`config.mk`:
```
export PLATFORM = sky130hd
export DESIGN_NAME = integer_to_roman_encoder_core
export DESIGN_NICKNAME = d
export VERILOG_FILES = /design/src/rtl/core/irenc_pkg.sv /design/src/rtl/core/irenc_front.sv /design/src/rtl/core/irenc_queue.sv /design/src/rtl/core/irenc_back.sv /design/src/rtl/core/integer_to_roman_encoder_core.sv
export VERILOG_INCLUDE_DIRS = /design/src /design/src/rtl/core
export SDC_FILE = /design/constraint.sdc
export NUM_CORES = 1
export LEC_CHECK = 0
export ABC_AREA = 1
export BUFFER_PORTS_ARGS = -buffer_cell sky130_fd_sc_hd__buf_2
export CAP_MARGIN = 15
export CORE_ASPECT_RATIO = 0.5
export CORE_MARGIN = 2
export CORE_UTILIZATION = 65
export CTS_CLUSTER_SIZE = 28
export DETAILED_ROUTE_END_ITERATION = 12
export GPL_TIMING_DRIVEN = 0
export HOLD_SLACK_MARGIN = 0.08
export PLACE_DENSITY = 0.85
export SYNTH_ARGS = -nofsm -noshare
export SYNTH_HDL_FRONTEND = slang
export SYNTH_SLANG_ARGS = --single-unit
```
`constraint.sdc`:
```
create_clock -name i_clk -period 9.4 [get_ports i_clk]
set_clock_uncertainty 0.1 [all_clocks]
set_input_delay 0.47 -clock i_clk [delete_from_list [all_inputs] [get_ports i_clk]]
set_output_delay 0.47 -clock i_clk [all_outputs]
set_load 0.02 [all_outputs]
```
`src/rtl/core/integer_to_roman_encoder_core_defines.svh`:
```
// ----------------------------------------------------------------------------
// Integer to Roman encoder core: assertion macros
// Shared concurrent assertion forms, sampled on i_clk and disabled in reset.
// ----------------------------------------------------------------------------
`ifndef INTEGER_TO_ROMAN_ENCODER_CORE_DEFINES_SVH
`define INTEGER_TO_ROMAN_ENCODER_CORE_DEFINES_SVH

// Same-cycle implication: the condition must hold whenever the trigger holds.
`define IRENC_ASSERT_SAME(label, trig, cond) \
    label: assert property (@(posedge i_clk) disable iff (!i_rst_n) (trig) |-> (cond)) \
        else $error("irenc assertion failed");

// Next-cycle implication: the condition must hold in the cycle after the trigger.
`define IRENC_ASSERT_NEXT(label, trig, cond) \
    label: assert property (@(posedge i_clk) disable iff (!i_rst_n) (trig) |=> (cond)) \
        else $error("irenc assertion failed");

`endif

```
`src/rtl/core/irenc_pkg.sv`:
```
// ----------------------------------------------------------------------------
// Integer to Roman encoder package
// Types, letter codes and the greedy step tables shared by the core modules.
// ----------------------------------------------------------------------------
package irenc_pkg;

    localparam int VALUE_W    = 12;
    localparam int SYMBOL_W   = 8;
    localparam int STEP_COUNT = 13;
    localparam int STEP_W     = 4;

    localparam logic [VALUE_W-1:0] MAX_VALUE = 12'd3999;

    // ASCII codes of the numeral letters.
    localparam logic [SYMBOL_W-1:0] SYM_NONE = 8'h00;
    localparam logic [SYMBOL_W-1:0] SYM_I    = 8'h49;
    localparam logic [SYMBOL_W-1:0] SYM_V    = 8'h56;
    localparam logic [SYMBOL_W-1:0] SYM_X    = 8'h58;
    localparam logic [SYMBOL_W-1:0] SYM_L    = 8'h4C;
    localparam logic [SYMBOL_W-1:0] SYM_C    = 8'h43;
    localparam logic [SYMBOL_W-1:0] SYM_D    = 8'h44;
    localparam logic [SYMBOL_W-1:0] SYM_M    = 8'h4D;

    // One queued word: the value and its out-of-range flag.
    typedef struct packed {
        logic [VALUE_W-1:0] value;
        logic               err;
    } t_item;

    // Queue status seen by the front and back parts.
    typedef struct packed {
        logic full;
        logic empty;
    } t_queue_stat;

    // Weight of each greedy step, largest first.
    function automatic logic [VALUE_W-1:0] step_value(input logic [STEP_W-1:0] idx);
        case (idx)
            4'd0:    return 12'd1000;
            4'd1:    return 12'd900;
            4'd2:    return 12'd500;
            4'd3:    return 12'd400;
            4'd4:    return 12'd100;
            4'd5:    return 12'd90;
            4'd6:    return 12'd50;
            4'd7:    return 12'd40;
            4'd8:    return 12'd10;
            4'd9:    return 12'd9;
            4'd10:   return 12'd5;
            4'd11:   return 12'd4;
            default: return 12'd1;
        endcase
    endfunction

    // First letter of each step.
    function automatic logic [SYMBOL_W-1:0] step_first(input logic [STEP_W-1:0] idx);
        case (idx)
            4'd0:    return SYM_M;
            4'd1:    return SYM_C;
            4'd2:    return SYM_D;
            4'd3:    return SYM_C;
            4'd4:    return SYM_C;
            4'd5:    return SYM_X;
            4'd6:    return SYM_L;
            4'd7:    return SYM_X;
            4'd8:    return SYM_X;
            4'd9:    return SYM_I;
            4'd10:   return SYM_V;
            4'd11:   return SYM_I;
            default: return SYM_I;
        endcase
    endfunction

    // Second letter of each step; SYM_NONE for single-letter steps.
    function automatic logic [SYMBOL_W-1:0] step_second(input logic [STEP_W-1:0] idx);
        case (idx)
            4'd1:    return SYM_M;
            4'd3:    return SYM_D;
            4'd5:    return SYM_C;
            4'd7:    return SYM_L;
            4'd9:    return SYM_X;
            4'd11:   return SYM_V;
            default: return SYM_NONE;
        endcase
    endfunction

endpackage

```
`src/rtl/core/irenc_front.sv`:
```
// ----------------------------------------------------------------------------
// Integer to Roman encoder front end
// Takes input words, flags out-of-range values and pushes them to the queue.
// ----------------------------------------------------------------------------
module irenc_front
    import irenc_pkg::*;
(
    input  logic               start,
    input  logic [VALUE_W-1:0] i_value,
    input  t_queue_stat        i_stat,
    output logic               busy,
    output logic               o_push,
    output t_item              o_item
);

    // The front stalls only when the queue has no room.
    assign busy   = i_stat.full;
    assign o_push = start && !i_stat.full;

    // Zero and values past the largest numeral are flagged for one error word.
    assign o_item.value = i_value;
    assign o_item.err   = (i_value == '0) || (i_value > MAX_VALUE);

endmodule

```
`src/rtl/core/irenc_queue.sv`:
```
// ----------------------------------------------------------------------------
// Integer to Roman encoder queue
// Small register FIFO between the front end and the letter engine.
// ----------------------------------------------------------------------------
module irenc_queue
    import irenc_pkg::*;
#(
    parameter int P_DEPTH = 2
) (
    input  logic        i_clk,
    input  logic        i_rst_n,
    input  logic        i_push,
    input  t_item       i_item,
    input  logic        i_pop,
    output t_item       o_item,
    output t_queue_stat o_stat
);

    localparam int PTR_W = (P_DEPTH > 1) ? $clog2(P_DEPTH) : 1;
    localparam int CNT_W = $clog2(P_DEPTH + 1);
    localparam logic [PTR_W-1:0] LAST_PTR = PTR_W'(P_DEPTH - 1);
    localparam logic [CNT_W-1:0] FULL_CNT = CNT_W'(P_DEPTH);

    t_item            r_mem [P_DEPTH];
    logic [PTR_W-1:0] r_wr_ptr;
    logic [PTR_W-1:0] n_wr_ptr;
    logic [PTR_W-1:0] r_rd_ptr;
    logic [PTR_W-1:0] n_rd_ptr;
    logic [CNT_W-1:0] r_count;
    logic [CNT_W-1:0] n_count;
    logic             do_push;
    logic             do_pop;

    assign o_stat.full  = (r_count == FULL_CNT);
    assign o_stat.empty = (r_count == '0);
    assign do_push      = i_push && !o_stat.full;
    assign do_pop       = i_pop && !o_stat.empty;
    assign o_item       = r_mem[r_rd_ptr];

    // Pointer and fill count update.
    always_comb begin
        n_wr_ptr = r_wr_ptr;
        n_rd_ptr = r_rd_ptr;
        n_count  = r_count;
        if (do_push) begin
            n_wr_ptr = (r_wr_ptr == LAST_PTR) ? '0 : r_wr_ptr + PTR_W'(1);
        end
        if (do_pop) begin
            n_rd_ptr = (r_rd_ptr == LAST_PTR) ? '0 : r_rd_ptr + PTR_W'(1);
        end
        if (do_push && !do_pop) begin
            n_count = r_count + CNT_W'(1);
        end else if (do_pop && !do_push) begin
            n_count = r_count - CNT_W'(1);
        end
    end

    always_ff @(posedge i_clk) begin
        if (!i_rst_n) begin
            r_wr_ptr <= '0;
            r_rd_ptr <= '0;
            r_count  <= '0;
        end else begin
            r_wr_ptr <= n_wr_ptr;
            r_rd_ptr <= n_rd_ptr;
            r_count  <= n_count;
        end
    end

    // Storage needs no reset.
    always_ff @(posedge i_clk) begin
        if (do_push) begin
            r_mem[r_wr_ptr] <= i_item;
        end
    end

endmodule

```
`src/rtl/core/irenc_back.sv`:
```
// ----------------------------------------------------------------------------
// Integer to Roman encoder letter engine
// Pops queued words and, while a word is in progress, emits one numeral letter per cycle by greedy steps.
// ----------------------------------------------------------------------------
module irenc_back
    import irenc_pkg::*;
(
    input  logic                i_clk,
    input  logic                i_rst_n,
    input  t_item               i_item,
    input  t_queue_stat         i_stat,
    output logic                o_pop,
    output logic                o_strobe,
    output logic [SYMBOL_W-1:0] o_symbol,
    output logic                o_last,
    output logic                o_error
);

    typedef enum logic [2:0] {
        S_IDLE = 3'b001,
        S_RUN  = 3'b010,
        S_PEND = 3'b100
    } t_state;

    t_state              r_state;
    t_state              n_state;
    logic [VALUE_W-1:0]  r_rest;
    logic [VALUE_W-1:0]  n_rest;
    logic                r_err;
    logic                n_err;
    logic [SYMBOL_W-1:0] r_pend_sym;
    logic [SYMBOL_W-1:0] n_pend_sym;
    logic                r_strobe;
    logic [SYMBOL_W-1:0] r_symbol;
    logic                r_last;
    logic                r_error;

    logic [STEP_COUNT-1:0] hit;
    logic [STEP_W-1:0]     sel;
    logic [VALUE_W-1:0]    diff;
    logic                  emit;
    logic [SYMBOL_W-1:0]   sym;
    logic                  last;
    logic                  done;
    logic                  load;

    // Pick the largest step that still fits the remaining value.
    always_comb begin
        for (int i = 0; i < STEP_COUNT; i++) begin
            hit[i] = (r_rest >= step_value(STEP_W'(i)));
        end
        sel = STEP_W'(STEP_COUNT - 1);
        for (int i = STEP_COUNT - 1; i >= 0; i--) begin
            if (hit[i]) begin
                sel = STEP_W'(i);
            end
        end
    end

    assign diff = r_rest - step_value(sel);

    // Letter generation and sequencing.
    always_comb begin
        n_state    = r_state;
        n_rest     = r_rest;
        n_err      = r_err;
        n_pend_sym = r_pend_sym;
        emit       = 1'b0;
        sym        = SYM_NONE;
        last       = 1'b0;
        done       = 1'b0;
        case (r_state)
            S_RUN: begin
                emit = 1'b1;
                if (r_err) begin
                    last = 1'b1;
                    done = 1'b1;
                end else begin
                    sym    = step_first(sel);
                    n_rest = diff;
                    if (step_second(sel) != SYM_NONE) begin
                        n_pend_sym = step_second(sel);
                        n_state    = S_PEND;
                    end else begin
                        last = (diff == '0);
                        done = last;
                    end
                end
            end
            S_PEND: begin
                emit = 1'b1;
                sym  = r_pend_sym;
                last = (r_rest == '0);
                done = last;
                if (!last) begin
                    n_state = S_RUN;
                end
            end
            default: begin
            end
        endcase

        // Take the next word on the cycle the current one finishes.
        load = ((r_state == S_IDLE) || done) && !i_stat.empty;
        if (load) begin
            n_state = S_RUN;
            n_rest  = i_item.value;
            n_err   = i_item.err;
        end else if (done) begin
            n_state = S_IDLE;
        end
    end

    assign o_pop = load;

    always_ff @(posedge i_clk) begin
        if (!i_rst_n) begin
            r_state  <= S_IDLE;
            r_strobe <= 1'b0;
        end else begin
            r_state  <= n_state;
            r_strobe <= emit;
        end
    end

    // Data path registers need no reset.
    always_ff @(posedge i_clk) begin
        r_rest     <= n_rest;
        r_err      <= n_err;
        r_pend_sym <= n_pend_sym;
        r_symbol   <= sym;
        r_last     <= last;
        r_error    <= r_err && (r_state == S_RUN);
    end

    assign o_strobe = r_strobe;
    assign o_symbol = r_symbol;
    assign o_last   = r_last;
    assign o_error  = r_error;

endmodule

```
`src/rtl/core/integer_to_roman_encoder_core.sv`:
```
// ----------------------------------------------------------------------------
// Integer to Roman encoder core
// Path: with the engine idle, a taken word passes the queue, the engine state and the output registers.
// Throughput: one letter per cycle while a word is in progress, 1 to 15 per value (one for an error word);
// an idle engine first pops the word before its letters start; the receiver cannot stall.
// Reset: synchronous active-low reset empties the queue and idles the engine.
// ----------------------------------------------------------------------------
`include "integer_to_roman_encoder_core_defines.svh"

module integer_to_roman_encoder_core
    import irenc_pkg::*;
#(
    parameter int P_QUEUE_DEPTH = 2
) (
    input  logic                i_clk,
    input  logic                i_rst_n,
    input  logic                start,
    output logic                busy,
    input  logic [VALUE_W-1:0]  i_value,
    output logic                o_strobe,
    output logic [SYMBOL_W-1:0] o_symbol,
    output logic                o_last,
    output logic                o_error
);

    t_queue_stat stat;
    t_item       push_item;
    t_item       pop_item;
    logic        push;
    logic        pop;
    logic        good_sym;

    // Front end: accept and classify.
    irenc_front u_front (
        .start   (start),
        .i_value (i_value),
        .i_stat  (stat),
        .busy    (busy),
        .o_push  (push),
        .o_item  (push_item)
    );

    // Queue between the two halves.
    irenc_queue #(
        .P_DEPTH (P_QUEUE_DEPTH)
    ) u_queue (
        .i_clk   (i_clk),
        .i_rst_n (i_rst_n),
        .i_push  (push),
        .i_item  (push_item),
        .i_pop   (pop),
        .o_item  (pop_item),
        .o_stat  (stat)
    );

    // Back end: letter generation.
    irenc_back u_back (
        .i_clk    (i_clk),
        .i_rst_n  (i_rst_n),
        .i_item   (pop_item),
        .i_stat   (stat),
        .o_pop    (pop),
        .o_strobe (o_strobe),
        .o_symbol (o_symbol),
        .o_last   (o_last),
        .o_error  (o_error)
    );

    // Set when the output symbol is one of the seven numeral letters.
    assign good_sym = (o_symbol == SYM_I) || (o_symbol == SYM_V) || (o_symbol == SYM_X)
                   || (o_symbol == SYM_L) || (o_symbol == SYM_C) || (o_symbol == SYM_D)
                   || (o_symbol == SYM_M);

    // An error word is a single letterless word that closes its value.
    `IRENC_ASSERT_SAME(a_error_word, o_strobe && o_error, o_last && (o_symbol == SYM_NONE))

    // A good word always carries one of the seven numeral letters.
    `IRENC_ASSERT_SAME(a_letter_code, o_strobe && !o_error, good_sym)

    // A taken word lands in the queue.
    `IRENC_ASSERT_NEXT(a_push_lands, start && !busy, !stat.empty)

    // The engine never pops an empty queue.
    `IRENC_ASSERT_SAME(a_pop_nonempty, pop, !stat.empty)

endmodule

```
==> metrics.yaml, run 1 <==
timing:
  rsz0062_at_grt: "false"
  hold_violations: 0
  drv_slew: 0
  final.setup.worst_slack_ns: 4.02
  layout_min_cycle_time_ns: 5.38
  relSlewSlack: 0.296
  fin_crit_sh: 0.572
  setup-violations-final: 0
  clock.fmax_mhz: 186
  tightest_slew_ns: 1.05
  fin_tns_setup_ns: 0
cts:
  htree_levels: 3
  clkSlewWorstSetupHoldPaths_ns: 0.05
  clock_sinks: 62
  numCtsBuffers: 9
  cts_tree: "yes"
  worstSkewPairLatency_ns: 0.32
  clk_path_buf_depth: 2
  hold_buffers: 0
  cts_root_buf: "clkbuf_16"
  postCtsResizedCells: 0
  post-cts-setup-buffer-count: 0
floorplanning:
  dieHeight_um: 57.3
  ios: 27
  placement_rows: 19
  start_util: 0.672
  core_um2: 5490
  dieArea_um2: 6340
  die_w_um: 111
synthesis:
  synth-async-reset-ratio: 0
  synthSimpleGateAreaFrac: 0.286
  yosysUniqueCellTypes: 40
  synth-seq-area-share: 0.458
  syn_inst: 450
  synth_compound_area_frac: 0.0973
  synth_mux_area_frac: 0.0136
  synth_top_family_by_area: "simple AND/OR/NAND/NOR gates"
  synth-edff-count: 45
  synth_adder_area_share: 0.0563
  ys_warn_count: 0
  avgSynthCellArea_um2: 8.21
  synth_seq_cells: 62
  synthesis.area_um2: 3690
  synth-main-ff-cell: "edfxtp_1"
  synthXorXnorAreaFrac: 0.00712
cells_and_area:
  synthToLayoutAreaGrowth_pct: 13.1
  final_core_util: 0.760
  register_area_um2: 1690
  final_cell_mix: "126 x nand2_1, 64 x inv_1, 45 x edfxtp_1"
  final_common_cell: "nand2_1"
  diodes: 0
  nets: 517
  final_cell_area_um2: 4180
  multiInputGateArea_um2: 1710
  layout-drive-gt1-share: 0.149
  fillers: 383
min_path:
  hold_path.class: "in2reg"
  min_from: "i_value[4]"
routing:
  vias_per_cell: 5.48
  routedWlPerCell_um: 12.9
  ant_nets: 0
  drc_errors: 0
  drt_iter0_drc: 228
  dr.pass1.iters: 5
  totalWireLength_um: 7250
  via_count: 3093
grt:
  grt.busiest_layer: "met2"
  use_met1: 0.339
  grt_usage: 0.251
  antenna_found_initial: 0
  grt_pass1_wl_um: 12300
  grt_use_met3: 0.0723
  grt_pass1_vias: 2763
  grt_start_max_net_pins: 15
  met2_usage: 0.412
  overflow: 0
critical_path:
  slowest_delay_ns: 0.48
  startpoint_type: "register"
  cp_slowest_cell: "edfxtp_1"
  end_kind: "register"
  crit_path_start: "u_back.r_rest[11]"
  crit_type: "reg2reg"
  cp.required_ns: 9.51
  cp.arrival_ns: 5.49
  r2r-start: "u_back.r_rest[11]"
  cp_max_fo: 10
place:
  port_buffers: 24
  place.gp.congestion: 0.924
  place_area_um2: 3910
  hpwl_um: 5650
  post-place-ws_ns: 4.06
run:
  max_cap_viol_count: 0
status:
  status: "finished clean"
==> flip-flops by register name, indices dropped and copies added (netlist names), named ones only <==
name,count
u_back.o_error,1
u_back.o_last,1
u_back.o_strobe,1
u_back.o_symbol,6
u_back.r_err,1
u_back.r_pend_sym,6
u_back.r_rest,12
u_back.r_state,3
u_queue.r_count,2
u_queue.r_mem,26
u_queue.r_rd_ptr,1
u_queue.r_wr_ptr,1
==> path summary, 6_finish.rpt <==
check                        end  slack, ns  cells after the start
max           u_queue.r_count[1]       4.02                     34
min          u_queue.r_mem[1][5]       0.25                      1
max reg2reg   u_queue.r_count[1]       4.02                     34
min reg2reg   u_back.o_symbol[4]       0.34                      2
==> through the flow <==
stage          hold slack [ns]  cells
5_1_grt                  0.245    564
6_report                 0.248    564
2_1_floorplan            0.319    451
3_5_place_dp             0.329    548
3_3_place_gp             0.328    548
4_1_cts                  0.244    564
==> logic make-up after synthesis <==
logic type | Yosys count
adder cells (fa/ha/maj) | 16
buffers and inverters | 73
flip-flops | 62
AO/OA/AOI/OAI | 56
AND/OR/NAND/NOR | 234
multiplexers | 5
XOR/XNOR | 3
other | 1
==> metal layers <==
layer / share of wire / vias up / wire length [um]
met5: 0 / - / 0
met4: 0.0081 / 0 / 59
met3: 0.051 / 10 / 372
met2: 0.45 / 73 / 3230
met1: 0.49 / 1427 / 3590
li1: - / 1583 / -
==> worst max-delay path, delay by kind of cell, from the launching register on <==
kind | cells | cell delay [ns]
flip-flops | 1 | 0.48
AND/OR/NAND/NOR | 18 | 1.90
buffers and inverters | 7 | 0.80
AO/OA/AOI/OAI | 6 | 0.91
adder cells (fa/ha/maj) | 3 | 1.04
==> final cells by class <==
class	instances	share of cell area
inverter	67	0.0602
tap	73	0.0219
sequential	62	0.405
timing repair buffer	24	0.0288
buffer	6	0.0108
multi-input combinational	316	0.409
clock inverter	6	0.00929
clock buffer	10	0.0548
==> cells in the mapped netlist, drive strengths merged, types with 4 or more instances <==
cell    instances  area share
a21oi          16       0.022
inv            67       0.068
nor2           46       0.054
nand2         134        0.14
nor3            6      0.0095
ha             15       0.051
mux2i           5       0.014
a31oi           5       0.013
edfxtp         45        0.37
nand3          29       0.041
o21ai          18       0.027
nand4           9       0.017
dfxtp          17       0.092
o211ai         11       0.022
nor4            4       0.011
buf             4       0.010
or2             5      0.0085
Power of run 1 is not shown: default switching activity piles up to over one toggle a cycle in this logic, so the estimate is an artifact.
==> run 2, diff against run 1 <==
CORE_UTILIZATION = 60   (was 65)
PLACE_DENSITY = 0.79   (was 0.85)
clock period = 5.5 ns   (was 9.4 ns; I/O delays follow)
==> metrics.yaml, run 2 (synthesis results as in run 1) <==
status:
  status: "finished clean"
place:
  place_area_um2: 3910  # +0.13%
  place.gp.congestion: 0.868  # -6.1%
  post-place-ws_ns: 0.159  # -3.90 ns
  port_buffers: 24  # unchanged
  dp.cells: 552  # +0.73%
  hpwl_um: 5700  # +0.85%
timing:
  fin_tns_setup_ns: 0  # unchanged
  clock.fmax_mhz: 194  # +4.6%
  holdWs_ns: 0.132  # -0.116 ns
  tightest_slew_ns: 1.15  # +0.101 ns
  final.setup.worst_slack_ns: 0.356  # -3.66 ns
  layout_min_cycle_time_ns: 5.14  # -0.235 ns
  fin_crit_sh: 0.935  # +0.363
  relSlewSlack: 0.228  # -0.0679
  setup-violations-final: 0  # unchanged
  drv_slew: 0  # unchanged
  hold_violations: 0  # unchanged
floorplanning:
  placement_rows: 20  # +1
  dieHeight_um: 59.5  # +3.8%
  dieArea_um2: 6840  # +7.9%
  ios: 27  # unchanged
  core_um2: 6010  # +9.4%
  die_w_um: 115  # +3.9%
  start_util: 0.615  # -0.0576
cts:
  numCtsBuffers: 9  # unchanged
  worstSkewPairLatency_ns: 0.34  # +0.02 ns
  cts_root_buf: "clkbuf_16"
  clk_path_buf_depth: 2  # unchanged
  htree_levels: 3  # unchanged
  cts_tree: "yes"
  clkSlewWorstSetupHoldPaths_ns: 0.05  # about the same
  clock_sinks: 62  # unchanged
critical_path:
  cp.required_ns: 5.62  # -3.89 ns
  r2r_slack_ns: 0.36  # -3.66 ns
  crit_path_start: "u_back.r_rest[10]"
  startpoint_type: "register"
  end_kind: "register"
  cp.arrival_ns: 5.26  # -0.23 ns
  crit_family: "simple AND/OR/NAND/NOR gates"
  r2r-start: "u_back.r_rest[10]"
  r2r-end: "u_queue.r_count[1]"
  cp_max_fo: 10  # unchanged
  cpMostUsedCell: "nand2_1"
  reg2reg_depth: 34  # unchanged
  crit_type: "reg2reg"
  slowest_delay_ns: 0.47  # about the same
  crit_end: "u_queue.r_count[1]"
  worstSetupPathDepth: 34  # unchanged
  path_buf_inv: 7  # unchanged
  cp_slowest_cell: "edfxtp_1"
grt:
  antenna_found_initial: 0  # unchanged
  grt_usage: 0.255  # +0.00401
  overflow: 0  # unchanged
  grt_start_max_net_pins: 15  # unchanged
  grt_pass1_wl_um: 13000  # +5.5%
  grt_pass1_vias: 2799  # +1.3%
routing:
  ant_nets: 0  # unchanged
  drc_errors: 0  # unchanged
  dr.pass1.iters: 8  # +3
  vias_per_cell: 5.47  # -0.25%
  via_count: 3255  # +5.2%
  drt_iter0_drc: 225  # -1.3%
  routedWlPerCell_um: 14.1  # +9.4%
  totalWireLength_um: 8370  # +15%
run:
  max_cap_viol_count: 0  # unchanged
cells_and_area:
  synthToLayoutAreaGrowth_pct: 22.3
  final_core_util: 0.752  # -0.00823
  final_cell_mix: "124 x nand2_1, 64 x inv_1, 45 x edfxtp_1"
  multiInputGateArea_um2: 1760  # +2.9%
  final_common_cell: "nand2_1"
  fillers: 430  # +12%
  top_register: "u_queue.r_mem"
  diodes: 0  # unchanged
  layout-drive-gt1-share: 0.189  # +0.0405
  nets: 544  # +5.2%
  largest_reg_flops: 26  # unchanged
  register_area_um2: 1690  # unchanged
  final_cell_area_um2: 4520  # +8.2%
  reg_top3: "u_queue.r_mem: 26 flops, u_back.r_rest: 12 flops"
  final_cells: 595  # +5.5%
power_and_ir_drop:
  ir_drop_mv: 0.388
  power.leakage_nw: 2.10
  power_mw: 3.30
  p_per_area_nw_per_um2: 731
min_path:
  hold_path.class: "in2reg"
  min_from: "i_rst_n"
## run 2: report_power, final
part	internal, mW	switching [mW]	total, mW
registers	0.699	0.102	0.801
clock network	0.397	0.214	0.611
logic	0.696	1.19	1.89
## run 2: metal layers
metal	GRT usage	routed length (um)
met1	0.342	3870
met2	0.408	3840
met3	0.0828	558
met4	0.0671	94
met5	0	0
## run 2: cell type report
type | count | share of cell area
Inverter | 67 | 0.0557
Clock buffer | 9 | 0.0499
Sequential cell | 62 | 0.375
Timing Repair Buffer | 51 | 0.0781
Tap cell | 77 | 0.0213
Buffer | 6 | 0.00997
Multi-Input combinational cell | 316 | 0.389
Clock inverter | 7 | 0.0213
## run 2: tightest hold or removal path: stages
cell and delay (ns):
buf_2 0.14, nand2_1 0.07, nor2_1 0.04
## run 2: worst min path at each step
stage	slack, ns	cells after the start	to
final	0.13	3	u_back.r_state[1]
after floorplan	0.27	0	u_queue.r_mem[0][10]
after CTS	0.11	3	u_back.r_state[1]
after detailed placement	0.32	2	u_back.o_symbol[2]
after global routing	0.13	3	u_queue.r_count[1]
after global placement	0.33	2	u_back.o_symbol[1]
## run 2: repair_timing
| action | 4_1_cts | 5_1_grt |
|---|---|---|
| resized for setup | 0 | 14 |
| hold buffers | 12 | 0 |
| buffers inserted | 0 | 15 |
| setup endpoints to repair | 0 | 14 |
| hold endpoints to repair | 24 | 0 |
No activity file was read; power rests on OpenSTA's default activity.
